File: src/sv/sdr_pkg.sv
// ----------------------------------------------------------------------------
// sdr_pkg: shared types and constants of the SD SPI block read receiver
// Request and result layouts, mode and status codes, token bytes, block
// geometry and the phase encoding.
// ----------------------------------------------------------------------------
package sdr_pkg;

  // Block geometry
  localparam int BLOCK_BYTES = 512;
  localparam int CRC_BYTES   = 2;

  // Field widths fixed by the interface
  localparam int MODE_W   = 2;
  localparam int BYTE_W   = 8;
  localparam int IDX_W    = 9;
  localparam int STATUS_W = 3;
  localparam int TICK_W   = 16;
  localparam int CRC_W    = 2;

  // The byte counter covers the block and always the 9-bit index field
  localparam int CNT_W = ($clog2(BLOCK_BYTES) > IDX_W) ? $clog2(BLOCK_BYTES) : IDX_W;

  localparam logic [TICK_W-1:0] TIMEOUT_RESET = TICK_W'(5000);
  localparam logic [TICK_W-1:0] TICK_MAX      = {TICK_W{1'b1}};

  // Request modes
  localparam logic [MODE_W-1:0] MODE_START_SINGLE = 2'd0;
  localparam logic [MODE_W-1:0] MODE_START_MULTI  = 2'd1;
  localparam logic [MODE_W-1:0] MODE_RX_BYTE      = 2'd2;
  localparam logic [MODE_W-1:0] MODE_TICK         = 2'd3;

  // Card tokens
  localparam logic [BYTE_W-1:0] TOKEN_START   = 8'hFE;
  localparam logic [BYTE_W-1:0] TOKEN_TIMEOUT = 8'h00;
  localparam logic [BYTE_W-1:0] FILLER_BYTE   = 8'hFF;

  // Result status codes
  localparam logic [STATUS_W-1:0] ST_IDLE    = 3'd0;
  localparam logic [STATUS_W-1:0] ST_DATA    = 3'd1;
  localparam logic [STATUS_W-1:0] ST_ENDED   = 3'd2;
  localparam logic [STATUS_W-1:0] ST_TIMEOUT = 3'd3;
  localparam logic [STATUS_W-1:0] ST_FAILED  = 3'd4;

  // Read phase
  typedef enum logic [3:0] {
    PH_WAIT  = 4'b0001,
    PH_DATA  = 4'b0010,
    PH_CRC   = 4'b0100,
    PH_ENDED = 4'b1000
  } phase_t;

  typedef struct packed {
    logic [MODE_W-1:0] mode;
    logic [BYTE_W-1:0] rx_byte;
  } sdr_in_t;

  typedef struct packed {
    logic                data_valid;
    logic [BYTE_W-1:0]   data_byte;
    logic [IDX_W-1:0]    byte_index;
    logic                last_of_block;
    logic [STATUS_W-1:0] status;
  } sdr_out_t;

endpackage

File: src/sv/sd_spi_block_read_receiver.sv
// ----------------------------------------------------------------------------
// sd_spi_block_read_receiver: SD card SPI-mode data block read receiver
// Tracks token wait, payload and check bytes of SD read blocks and emits
// one result per request.
// ----------------------------------------------------------------------------
//
//   channel   signals                        direction
//   in_       in_valid/in_ready, in_data     request: mode, rx_byte
//   out_      out_valid/out_ready, out_data  result: data and status
//   cfg_      cfg_wr_en, cfg_wr_data         token timeout in ticks
//
// One request per cycle sustained while out_ready is high; a result reaches
// out_ through the input register, then the result register.
// Reset (synchronous, rst_n low): read ended, counters zero, timeout 5000.
// While a result waits on out_ready, one more request is held in the input
// register; after that in_ready drops until the result is taken.
// ----------------------------------------------------------------------------
module sd_spi_block_read_receiver (
  input  logic                       clk,
  input  logic                       rst_n,
  input  logic                       in_valid,
  output logic                       in_ready,
  input  sdr_pkg::sdr_in_t           in_data,
  output logic                       out_valid,
  input  logic                       out_ready,
  output sdr_pkg::sdr_out_t          out_data,
  input  logic                       cfg_wr_en,
  input  logic [sdr_pkg::TICK_W-1:0] cfg_wr_data
);

  logic              item_valid;
  sdr_pkg::sdr_in_t  item_data;
  sdr_pkg::sdr_out_t res;
  logic              can_load;
  logic              advance;

  // Move the held request into the result register when there is room
  assign advance = item_valid && can_load;

  sdr_in_reg u_in_reg (
    .clk        (clk),
    .rst_n      (rst_n),
    .in_valid   (in_valid),
    .in_ready   (in_ready),
    .in_data    (in_data),
    .take       (advance),
    .item_valid (item_valid),
    .item_data  (item_data)
  );

  sdr_core u_core (
    .clk         (clk),
    .rst_n       (rst_n),
    .cfg_wr_en   (cfg_wr_en),
    .cfg_wr_data (cfg_wr_data),
    .step        (advance),
    .item_data   (item_data),
    .res         (res)
  );

  sdr_out_reg u_out_reg (
    .clk       (clk),
    .rst_n     (rst_n),
    .load      (advance),
    .load_data (res),
    .can_load  (can_load),
    .out_valid (out_valid),
    .out_ready (out_ready),
    .out_data  (out_data)
  );

endmodule

File: src/sv/sdr_in_reg.sv
// ----------------------------------------------------------------------------
// sdr_in_reg: request input register
// Captures one request and holds it until the core takes it.
// ----------------------------------------------------------------------------
module sdr_in_reg (
  input  logic            clk,
  input  logic            rst_n,
  input  logic            in_valid,
  output logic            in_ready,
  input  sdr_pkg::sdr_in_t in_data,
  input  logic            take,
  output logic            item_valid,
  output sdr_pkg::sdr_in_t item_data
);

  logic             vld_r;
  logic             vld_nxt;
  sdr_pkg::sdr_in_t data_r;

  // Accept when empty or when the held request leaves this cycle
  assign in_ready = !vld_r || take;

  always_comb begin
    vld_nxt = vld_r;
    if (in_valid && in_ready) begin
      vld_nxt = 1'b1;
    end else if (take) begin
      vld_nxt = 1'b0;
    end
  end

  always_ff @(posedge clk) begin
    if (!rst_n) begin
      vld_r <= 1'b0;
    end else begin
      vld_r <= vld_nxt;
    end
  end

  // Load payload on accept
  always_ff @(posedge clk) begin
    if (in_valid && in_ready) begin
      data_r <= in_data;
    end
  end

  assign item_valid = vld_r;
  assign item_data  = data_r;

endmodule

File: src/sv/sdr_core.sv
// ----------------------------------------------------------------------------
// sdr_core: read phase tracking and result formation
// Holds the phase, counters and timeout register and forms the result of
// the held request in one pass of logic.
// ----------------------------------------------------------------------------
module sdr_core (
  input  logic                          clk,
  input  logic                          rst_n,
  input  logic                          cfg_wr_en,
  input  logic [sdr_pkg::TICK_W-1:0]    cfg_wr_data,
  input  logic                          step,
  input  sdr_pkg::sdr_in_t              item_data,
  output sdr_pkg::sdr_out_t             res
);

  sdr_pkg::phase_t                  phase_r,   phase_nxt;
  logic [sdr_pkg::CNT_W-1:0]        cnt_r,     cnt_nxt;
  logic [sdr_pkg::CRC_W-1:0]        crc_r,     crc_nxt;
  logic                             multi_r,   multi_nxt;
  logic [sdr_pkg::TICK_W-1:0]       tick_r,    tick_nxt;
  logic [sdr_pkg::TICK_W-1:0]       timeout_r;
  logic [sdr_pkg::TICK_W-1:0]       tick_inc;
  logic [sdr_pkg::CRC_W-1:0]        crc_dec;
  logic                             last_byte;

  assign tick_inc  = (tick_r == sdr_pkg::TICK_MAX) ? tick_r : tick_r + 1'b1;
  assign crc_dec   = (crc_r != '0) ? crc_r - 1'b1 : crc_r;
  assign last_byte = (cnt_r == sdr_pkg::CNT_W'(sdr_pkg::BLOCK_BYTES - 1));

  // Next state and result of the held request
  always_comb begin
    phase_nxt = phase_r;
    cnt_nxt   = cnt_r;
    crc_nxt   = crc_r;
    multi_nxt = multi_r;
    tick_nxt  = tick_r;
    res       = '0;
    res.status = sdr_pkg::ST_IDLE;

    unique case (item_data.mode)
      sdr_pkg::MODE_START_SINGLE, sdr_pkg::MODE_START_MULTI: begin
        multi_nxt = item_data.mode[0];
        crc_nxt   = '0;
        cnt_nxt   = '0;
        tick_nxt  = '0;
        phase_nxt = sdr_pkg::PH_WAIT;
      end
      sdr_pkg::MODE_TICK: begin
        if (phase_r == sdr_pkg::PH_WAIT) begin
          tick_nxt = tick_inc;
          if (tick_inc > timeout_r) begin
            phase_nxt  = sdr_pkg::PH_ENDED;
            res.status = sdr_pkg::ST_TIMEOUT;
          end
        end
      end
      sdr_pkg::MODE_RX_BYTE: begin
        unique case (phase_r)
          sdr_pkg::PH_WAIT: begin
            if (item_data.rx_byte == sdr_pkg::FILLER_BYTE) begin
              res.status = sdr_pkg::ST_IDLE;
            end else if (item_data.rx_byte == sdr_pkg::TOKEN_START) begin
              phase_nxt = sdr_pkg::PH_DATA;
              cnt_nxt   = '0;
            end else if (item_data.rx_byte == sdr_pkg::TOKEN_TIMEOUT) begin
              phase_nxt  = sdr_pkg::PH_ENDED;
              res.status = sdr_pkg::ST_TIMEOUT;
            end else begin
              phase_nxt  = sdr_pkg::PH_ENDED;
              res.status = sdr_pkg::ST_FAILED;
            end
          end
          sdr_pkg::PH_DATA: begin
            res.data_valid = 1'b1;
            res.data_byte  = item_data.rx_byte;
            res.byte_index = cnt_r[sdr_pkg::IDX_W-1:0];
            res.status     = sdr_pkg::ST_DATA;
            if (last_byte) begin
              res.last_of_block = 1'b1;
              cnt_nxt = '0;
              if (sdr_pkg::CRC_BYTES > 0) begin
                phase_nxt = sdr_pkg::PH_CRC;
                crc_nxt   = sdr_pkg::CRC_W'(sdr_pkg::CRC_BYTES);
              end else begin
                // Block done at once; status stays data
                crc_nxt = '0;
                if (multi_r) begin
                  phase_nxt = sdr_pkg::PH_WAIT;
                  tick_nxt  = '0;
                end else begin
                  phase_nxt = sdr_pkg::PH_ENDED;
                end
              end
            end else begin
              cnt_nxt = cnt_r + 1'b1;
            end
          end
          sdr_pkg::PH_CRC: begin
            crc_nxt = crc_dec;
            if (crc_dec == '0) begin
              // Last check byte: finish the block
              cnt_nxt = '0;
              if (multi_r) begin
                phase_nxt  = sdr_pkg::PH_WAIT;
                tick_nxt   = '0;
                res.status = sdr_pkg::ST_IDLE;
              end else begin
                phase_nxt  = sdr_pkg::PH_ENDED;
                res.status = sdr_pkg::ST_ENDED;
              end
            end
          end
          sdr_pkg::PH_ENDED: begin
            res.status = sdr_pkg::ST_ENDED;
          end
          default: begin
            res.status = sdr_pkg::ST_ENDED;
          end
        endcase
      end
      default: begin
        res.status = sdr_pkg::ST_IDLE;
      end
    endcase
  end

  // Advance state when the request is taken
  always_ff @(posedge clk) begin
    if (!rst_n) begin
      phase_r <= sdr_pkg::PH_ENDED;
      cnt_r   <= '0;
      crc_r   <= '0;
      multi_r <= 1'b0;
      tick_r  <= '0;
    end else if (step) begin
      phase_r <= phase_nxt;
      cnt_r   <= cnt_nxt;
      crc_r   <= crc_nxt;
      multi_r <= multi_nxt;
      tick_r  <= tick_nxt;
    end
  end

  // Timeout register write
  always_ff @(posedge clk) begin
    if (!rst_n) begin
      timeout_r <= sdr_pkg::TIMEOUT_RESET;
    end else if (cfg_wr_en) begin
      timeout_r <= cfg_wr_data;
    end
  end

endmodule

File: src/sv/sdr_out_reg.sv
// ----------------------------------------------------------------------------
// sdr_out_reg: result register
// Holds one result until the consumer takes it.
// ----------------------------------------------------------------------------
module sdr_out_reg (
  input  logic              clk,
  input  logic              rst_n,
  input  logic              load,
  input  sdr_pkg::sdr_out_t load_data,
  output logic              can_load,
  output logic              out_valid,
  input  logic              out_ready,
  output sdr_pkg::sdr_out_t out_data
);

  logic              vld_r;
  logic              vld_nxt;
  sdr_pkg::sdr_out_t data_r;

  // Room when empty or when the held result is taken this cycle
  assign can_load = !vld_r || out_ready;

  always_comb begin
    vld_nxt = vld_r;
    if (load) begin
      vld_nxt = 1'b1;
    end else if (out_ready) begin
      vld_nxt = 1'b0;
    end
  end

  always_ff @(posedge clk) begin
    if (!rst_n) begin
      vld_r <= 1'b0;
    end else begin
      vld_r <= vld_nxt;
    end
  end

  always_ff @(posedge clk) begin
    if (load) begin
      data_r <= load_data;
    end
  end

  assign out_valid = vld_r;
  assign out_data  = data_r;

endmodule
File: config.mk
export PLATFORM = sky130hd
export DESIGN_NAME = sd_spi_block_read_receiver
export DESIGN_NICKNAME = d
export VERILOG_FILES = /design/src/sv/sdr_pkg.sv /design/src/sv/sd_spi_block_read_receiver.sv /design/src/sv/sdr_in_reg.sv /design/src/sv/sdr_core.sv /design/src/sv/sdr_out_reg.sv
export SDC_FILE = /design/constraint.sdc
export NUM_CORES = 1
export LEC_CHECK = 0
export BUFFER_PORTS_ARGS = -buffer_cell sky130_fd_sc_hd__clkbuf_2
export CAP_MARGIN = 10
export CORE_UTILIZATION = 52
export DETAILED_ROUTE_END_ITERATION = 12
export PLACE_DENSITY = 0.8
export SKIP_CTS_REPAIR_TIMING = 1
export SLEW_MARGIN = 10
export SYNTH_ARGS = -nofsm -noshare
export SYNTH_HDL_FRONTEND = slang
export SYNTH_HIERARCHICAL = 1
export SYNTH_SLANG_ARGS = --single-unit
File: constraint.sdc
create_clock -name clk -period 2.9 [get_ports clk]
set_input_delay 0.29 -clock clk [delete_from_list [all_inputs] [get_ports clk]]
set_output_delay 0.29 -clock clk [all_outputs]
set_load 0.1 [all_outputs]
After elaboration in Yosys (flattened, before gate mapping)
Cells that the tools add are included.
{"block": "op_classes", "mux": 40, "div_mod_pow": 0, "eq_ne": 21, "shift": 0, "n_addsub": 3, "n_reduce_logical": 20, "multipliers": 0, "order_cmp": 1, "bitwise": 0}
{"cell": "$mux W16", "count": 5}
{"cell": "$pmux W16 S3", "count": 1}
{"cell": "$mux W9", "count": 4}
{"cell": "$mux W4", "count": 7}
{"cell": "$pmux W9 S3", "count": 1}
{"cell": "$pmux W4 S3", "count": 2}
{"cell": "$mux W19", "count": 1}
{"cell": "$pmux W9 S2", "count": 1}
{"cell": "$add A16 B1 Y16 const B", "count": 1}
{"cell": "$eq A16 B16 Y1 const B", "count": 1}
{"cell": "$eq A8 B8 Y1 const B", "count": 2}
{"cell": "$gt A16 B16 Y1", "count": 1}
{"cell": "$mux W3", "count": 5}
{"cell": "$add A9 B1 Y9 const B", "count": 1}
{"cell": "$eq A9 B9 Y1 const B", "count": 1}
{"cell": "$ne A3 B3 Y1 const B", "count": 3}
{"cell": "$pmux W3 S3", "count": 1}
{"cell": "$logic_not A8 Y1", "count": 1}
{"cell": "$mux W2", "count": 4}
{"cell": "$ne A2 B1 Y1 const B", "count": 4}
{"cell": "$pmux W2 S2", "count": 2}
{"cell": "$reduce_bool A2 Y1", "count": 4}
{"cell": "$reduce_and A7 Y1", "count": 1}
{"cell": "$ne A3 B2 Y1 const B", "count": 2}
{"cell": "other kinds (19)", "count": 29}
{"block": "totals", "ram_bits": 0, "romBits": 0, "out_inout_bits": 24, "word_cells": 100, "inputBits": 31, "latch_bits": 0, "register_bits": 82, "mem_count": 0}

Logic depth before layout (Yosys ltp)
{"block": "depth", "ltp_word": 6, "ltp_mapped": 14, "depth_no_buf": 13}

Cells and area by module
Netlist, hierarchy kept.
{"module": "sdr_core", "area_per_inst_um2": 3213.1, "instances": 1, "cells_per_inst": 409, "seq_area_each_um2": 960.9}
{"module": "sdr_out_reg", "area_per_inst_um2": 709.4, "instances": 1, "cells_per_inst": 26, "seq_area_each_um2": 680.7}
{"module": "sdr_in_reg", "area_per_inst_um2": 357.8, "instances": 1, "cells_per_inst": 15, "seq_area_each_um2": 320.3}
{"module": "sd_spi_block_read_receiver", "area_per_inst_um2": 6.3, "instances": 1, "cells_per_inst": 1, "seq_area_each_um2": 0.0}

Worst setup path after synthesis
No wires, ideal clock.
{"block": "synth_timing", "path_type": "flip-flop to flip-flop", "startpoint": "register u_core/tick_r[2] (netlist name)", "endpoint": "register u_core.phase_r[0]", "stages_incl_launch_ff": 15, "path_buffers": 2, "period_less_slack_ps": 3095, "setup_ps": 72, "required_time_ps": 2828, "arrival_ps": 3023, "path_slack_ps": -195, "cell_sequence": "dfxtp_1 > clkbuf_1 > and4_1 > and3_1 > clkbuf_1 > and3_1 > nand3_1 > o21a_1 > ha_1 > nand4_1 > nor4_1 > a21oi_1 > o2111a_1 > nand2_1 > mux2i_1"}
{"block": "synth_via", "elab_chain_cells": 5}
{"item": "from (decl)", "line_no": "sdr_core.sv:20", "text": "logic [sdr_pkg::TICK_W-1:0] tick_r, tick_nxt;"}
{"item": "from (signal assigned)", "line_no": "sdr_core.sv:140", "text": "tick_r <= tick_nxt;"}
{"item": "$add A16 B1 Y16 / $eq A16 B16 Y1 (equally long branches)", "line_no": "sdr_core.sv:26", "text": "assign tick_inc = (tick_r == sdr_pkg::TICK_MAX) ? tick_r : tick_r + 1'b1;"}
{"item": "$mux W16 *", "line_no": "sdr_core.sv:26"}
{"item": "$gt A16 B16 Y1 *", "line_no": "sdr_core.sv:51", "text": "if (tick_inc > timeout_r) begin"}
{"item": "$ne A2 B1 Y1 (no line) *"}
{"item": "$reduce_and A7 Y1 (no line) *"}
{"item": "to (signal assigned)", "line_no": "sdr_core.sv:130", "text": "phase_r <= sdr_pkg::PH_ENDED;"}
{"item": "to (signal assigned)", "line_no": "sdr_core.sv:136", "text": "phase_r <= phase_nxt;"}
{"item": "to (decl)", "line_no": "sdr_core.sv:16", "text": "sdr_pkg::phase_t phase_r, phase_nxt;"}
Mark *: on every way between the ends. The rest lies on a longest branch, timed or not.
A chain may end at the register's enable or synchronous reset.

Worst setup path after layout
{"block": "layout_timing", "startpoint": "register u_core/tick_r[5] (netlist name)", "endpoint": "register u_core.phase_r[3]"}
The elaborated chain is that of the path after synthesis.

==> results_dict.tcl <==
set metrics [dict create \
    ys.flop_type "dfxtp_1" \
    required_ps 3170 \
    grt_pass1_wl_um 14900 \
    die_w_um 92.8 \
    clock_latency_ps 340 \
    yosysTopAreaCell "dfxtp_1" \
    tns_ps 0 \
    ys_ff_latch 82 \
    synth.top_cell.area_share_pct 23.4 \
    io_buffers 54 \
    maxSlewViolCount 0 \
    cts_buffer_depth 2 \
    yosysSeqAreaShare_pct 45.8 \
    grt_max_degree 33 \
    cts.clk_slew.worst_paths_ps 80 \
    rsz0062_at_grt "true" \
    num_antenna_cells 0 \
    maxCapViolations 0 \
    slowest_delay_ps 380 \
    total_power_w 0.00246 \
    setup_viol_count_final 0 \
    status "finished clean" \
    dpl.hpwl_um 6500 \
    synth_cell_types 58 \
    yosys-top-cells-count "dfxtp_1 (50), nand2_1 (43), edfxtp_1 (32)" \
    fillCellCount 624 \
    crit_fanout 5 \
    path_class "reg -> reg" \
    fmax_mhz 346 \
    drive_gt1_share_pct 26.0 \
    vdd_drop_max_mv 0.399 \
    htreeDepth 3 \
    cts_sinks 82 \
    drc 0 \
    leakage_nw 2.15 \
    cts_tree "done" \
    syn-num-nets 501 \
    slew_headroom_pct 55.8 \
    cts-root-buf "clkbuf_8" \
    dieArea_mm2 0.00861 \
    endpoint_kind "flop" \
    coreArea_mm2 0.00785 \
    crit_buf_inv 0 \
    grt_overflow 0 \
    area_growth_pct 19.5 \
    dr_total_vias 3602 \
    synth_edf_count 32 \
    skew_ps 14.3 \
    synthArstFlopShare_pct 0 \
    critPathSlowestCell "dfxtp_4" \
    finalCritPeriodShare_pct 99.7 \
    initial_core_util_pct 54.6 \
    wl_per_cell_um 15.2 \
    antenna_found_initial 0 \
    start_kind "flop" \
    period_needed_ps 2890 \
    ys_top_cells_by_area "dfxtp_1 (23%), edfxtp_1 (22%), ha_1 (5.5%)" \
    cp_common_cell "and3_4" \
    dr.pass1.iters 5 \
    syn-instance-count 451 \
    wirelength_um 9510 \
    ant_nets 0 \
    grt_pass1_vias 3293 \
    powerDensity_mw_per_mm2 479 \
    rows 32 \
    path_cells "and4_4 > and3_4 > and3_4 > nand3_1 > o21a_1 > ha_1 > nand4_1 > nor4_4 > a21oi_1 > o2111a_2 > and2_1 > o211ai_1" \
    avgSynthCellArea_um2 9.50 \
    place.gp.congestion 0.890 \
    yosysWarnings 6 \
    track_usage_pct 22.0 \
    dp_slack_ps -67.7 \
    io_pins 55 \
    layout_setup_ws_ps 9.94 \
    synthesis.area_mm2 0.00429 \
    multiInputGateArea_mm2 0.00222 \
    regArea_mm2 0.00198 \
    critPathTopFamily "simple AND/OR/NAND/NOR gates" \
    hold_class "in -> reg" \
    worst_pin_slew_ps 663 \
    vias_per_cell 5.76 \
    die_h_um 92.8 \
    yosysMostFrequentCell "dfxtp_1" \
    drt_iter0_markers 252 \
    numCtsBuffers 9 \
    finalHoldViolCount 0 \
    cp_data_arrival_time_ps 3160 \
    final_nets 568 \
]
state kept, by name, indices dropped and copies added, names as in the netlist, 2 cells and up:
signal,count
u_out_reg/out_data,22
u_core/tick_r,16
u_core/timeout_r,16
u_in_reg/item_data,10
u_core/cnt_r,9
u_core/phase_r,4
u_core/crc_r,2
final timing paths:
| path | start | endpoint | depth (start not counted) | slack (ps) |
|---|---|---|---|---|
| setup reg to reg | u_core/tick_r[5]$_SDFFE_PN0P_ | u_core/phase_r[3]$_SDFFE_PN1P_ | 12 | 10 |
| hold reg to reg | u_core/crc_r[0]$_SDFFE_PN0P_ | u_core/crc_r[0]$_SDFFE_PN0P_ | 2 | 480 |
| setup / recovery | u_core/tick_r[5]$_SDFFE_PN0P_ | u_core/phase_r[3]$_SDFFE_PN1P_ | 12 | 10 |
| hold / removal | in_data[5] | u_in_reg/item_data[5]$_DFFE_PP_ | 1 | 120 |
worst register-to-register path, cell delays in order, from the launching register on:
cell and delay [ps]:
dfxtp_4 380, and4_4 270, and3_4 220, and3_4 190, nand3_1 90, o21a_1 130
ha_1 310, nand4_1 260, nor4_4 260, a21oi_1 100, o2111a_2 290, and2_1 170
o211ai_1 140
power breakdown:
| group | total, W | internal [W] | switching (W) |
|---|---|---|---|
| clock network | 0.000897 | 0.000492 | 0.000405 |
| logic | 0.000298 | 0.0000754 | 0.000222 |
| registers | 0.00126 | 0.00124 | 0.0000236 |
layout by cell type, fill, tap and decap left out, types with 13 or more instances in the layout:
| cell type | n |
|---|---|
| nand2_1 | 40 |
| nor2b_1 | 13 |
| nor2_1 | 16 |
| buf_4 | 26 |
| mux2i_1 | 14 |
| ha_1 | 18 |
| and2_1 | 21 |
| edfxtp_1 | 32 |
| dfxtp_1 | 43 |
| a21oi_1 | 18 |
| clkbuf_2 | 54 |
| inv_1 | 27 |
final cells by class:
cell class / count / area share (%)
multi-input cells: 317 / 43.4
flip-flops and latches: 82 / 38.6
clock buffers: 11 / 2.57
well taps: 102 / 2.49
repair buffers: 81 / 9.31
inverters: 27 / 1.98
clock inverters: 5 / 1.66
stage by stage:
| stage | cells | util (%) | cell area (um2) | hold WS (ps) |
|---|---|---|---|---|
| 4_1_cts | 623 | 63.4 | 4980 | 106 |
| 2_1_floorplan | 451 | - | 4300 | 389 |
| 3_5_place_dp | 607 | 60.7 | 4760 | 464 |
| 6_report | 625 | 65.3 | 5120 | 118 |
| 5_1_grt | 625 | 65.3 | 5120 | 99.4 |
| 3_3_place_gp | 607 | 60.7 | 4760 | 452 |
cell families after synthesis:
logic type	share of synthesized area, %
AO/OA/AOI/OAI	13.3
XOR/XNOR	3.06
adder cells (fa/ha/maj)	5.55
buffers and inverters	5.20
flip-flops	45.8
multiplexers	3.53
AND/OR/NAND/NOR	23.6
per-layer routing:
layer	up-vias	GRT usage, %	part of all wire [%]
li1	1747	-	-
met3	13	3.37	7.0
met4	0	9.23	1.4
met5	-	0	0
met1	1680	30.0	46
met2	162	34.6	46
(Power assumes the default switching activity.)
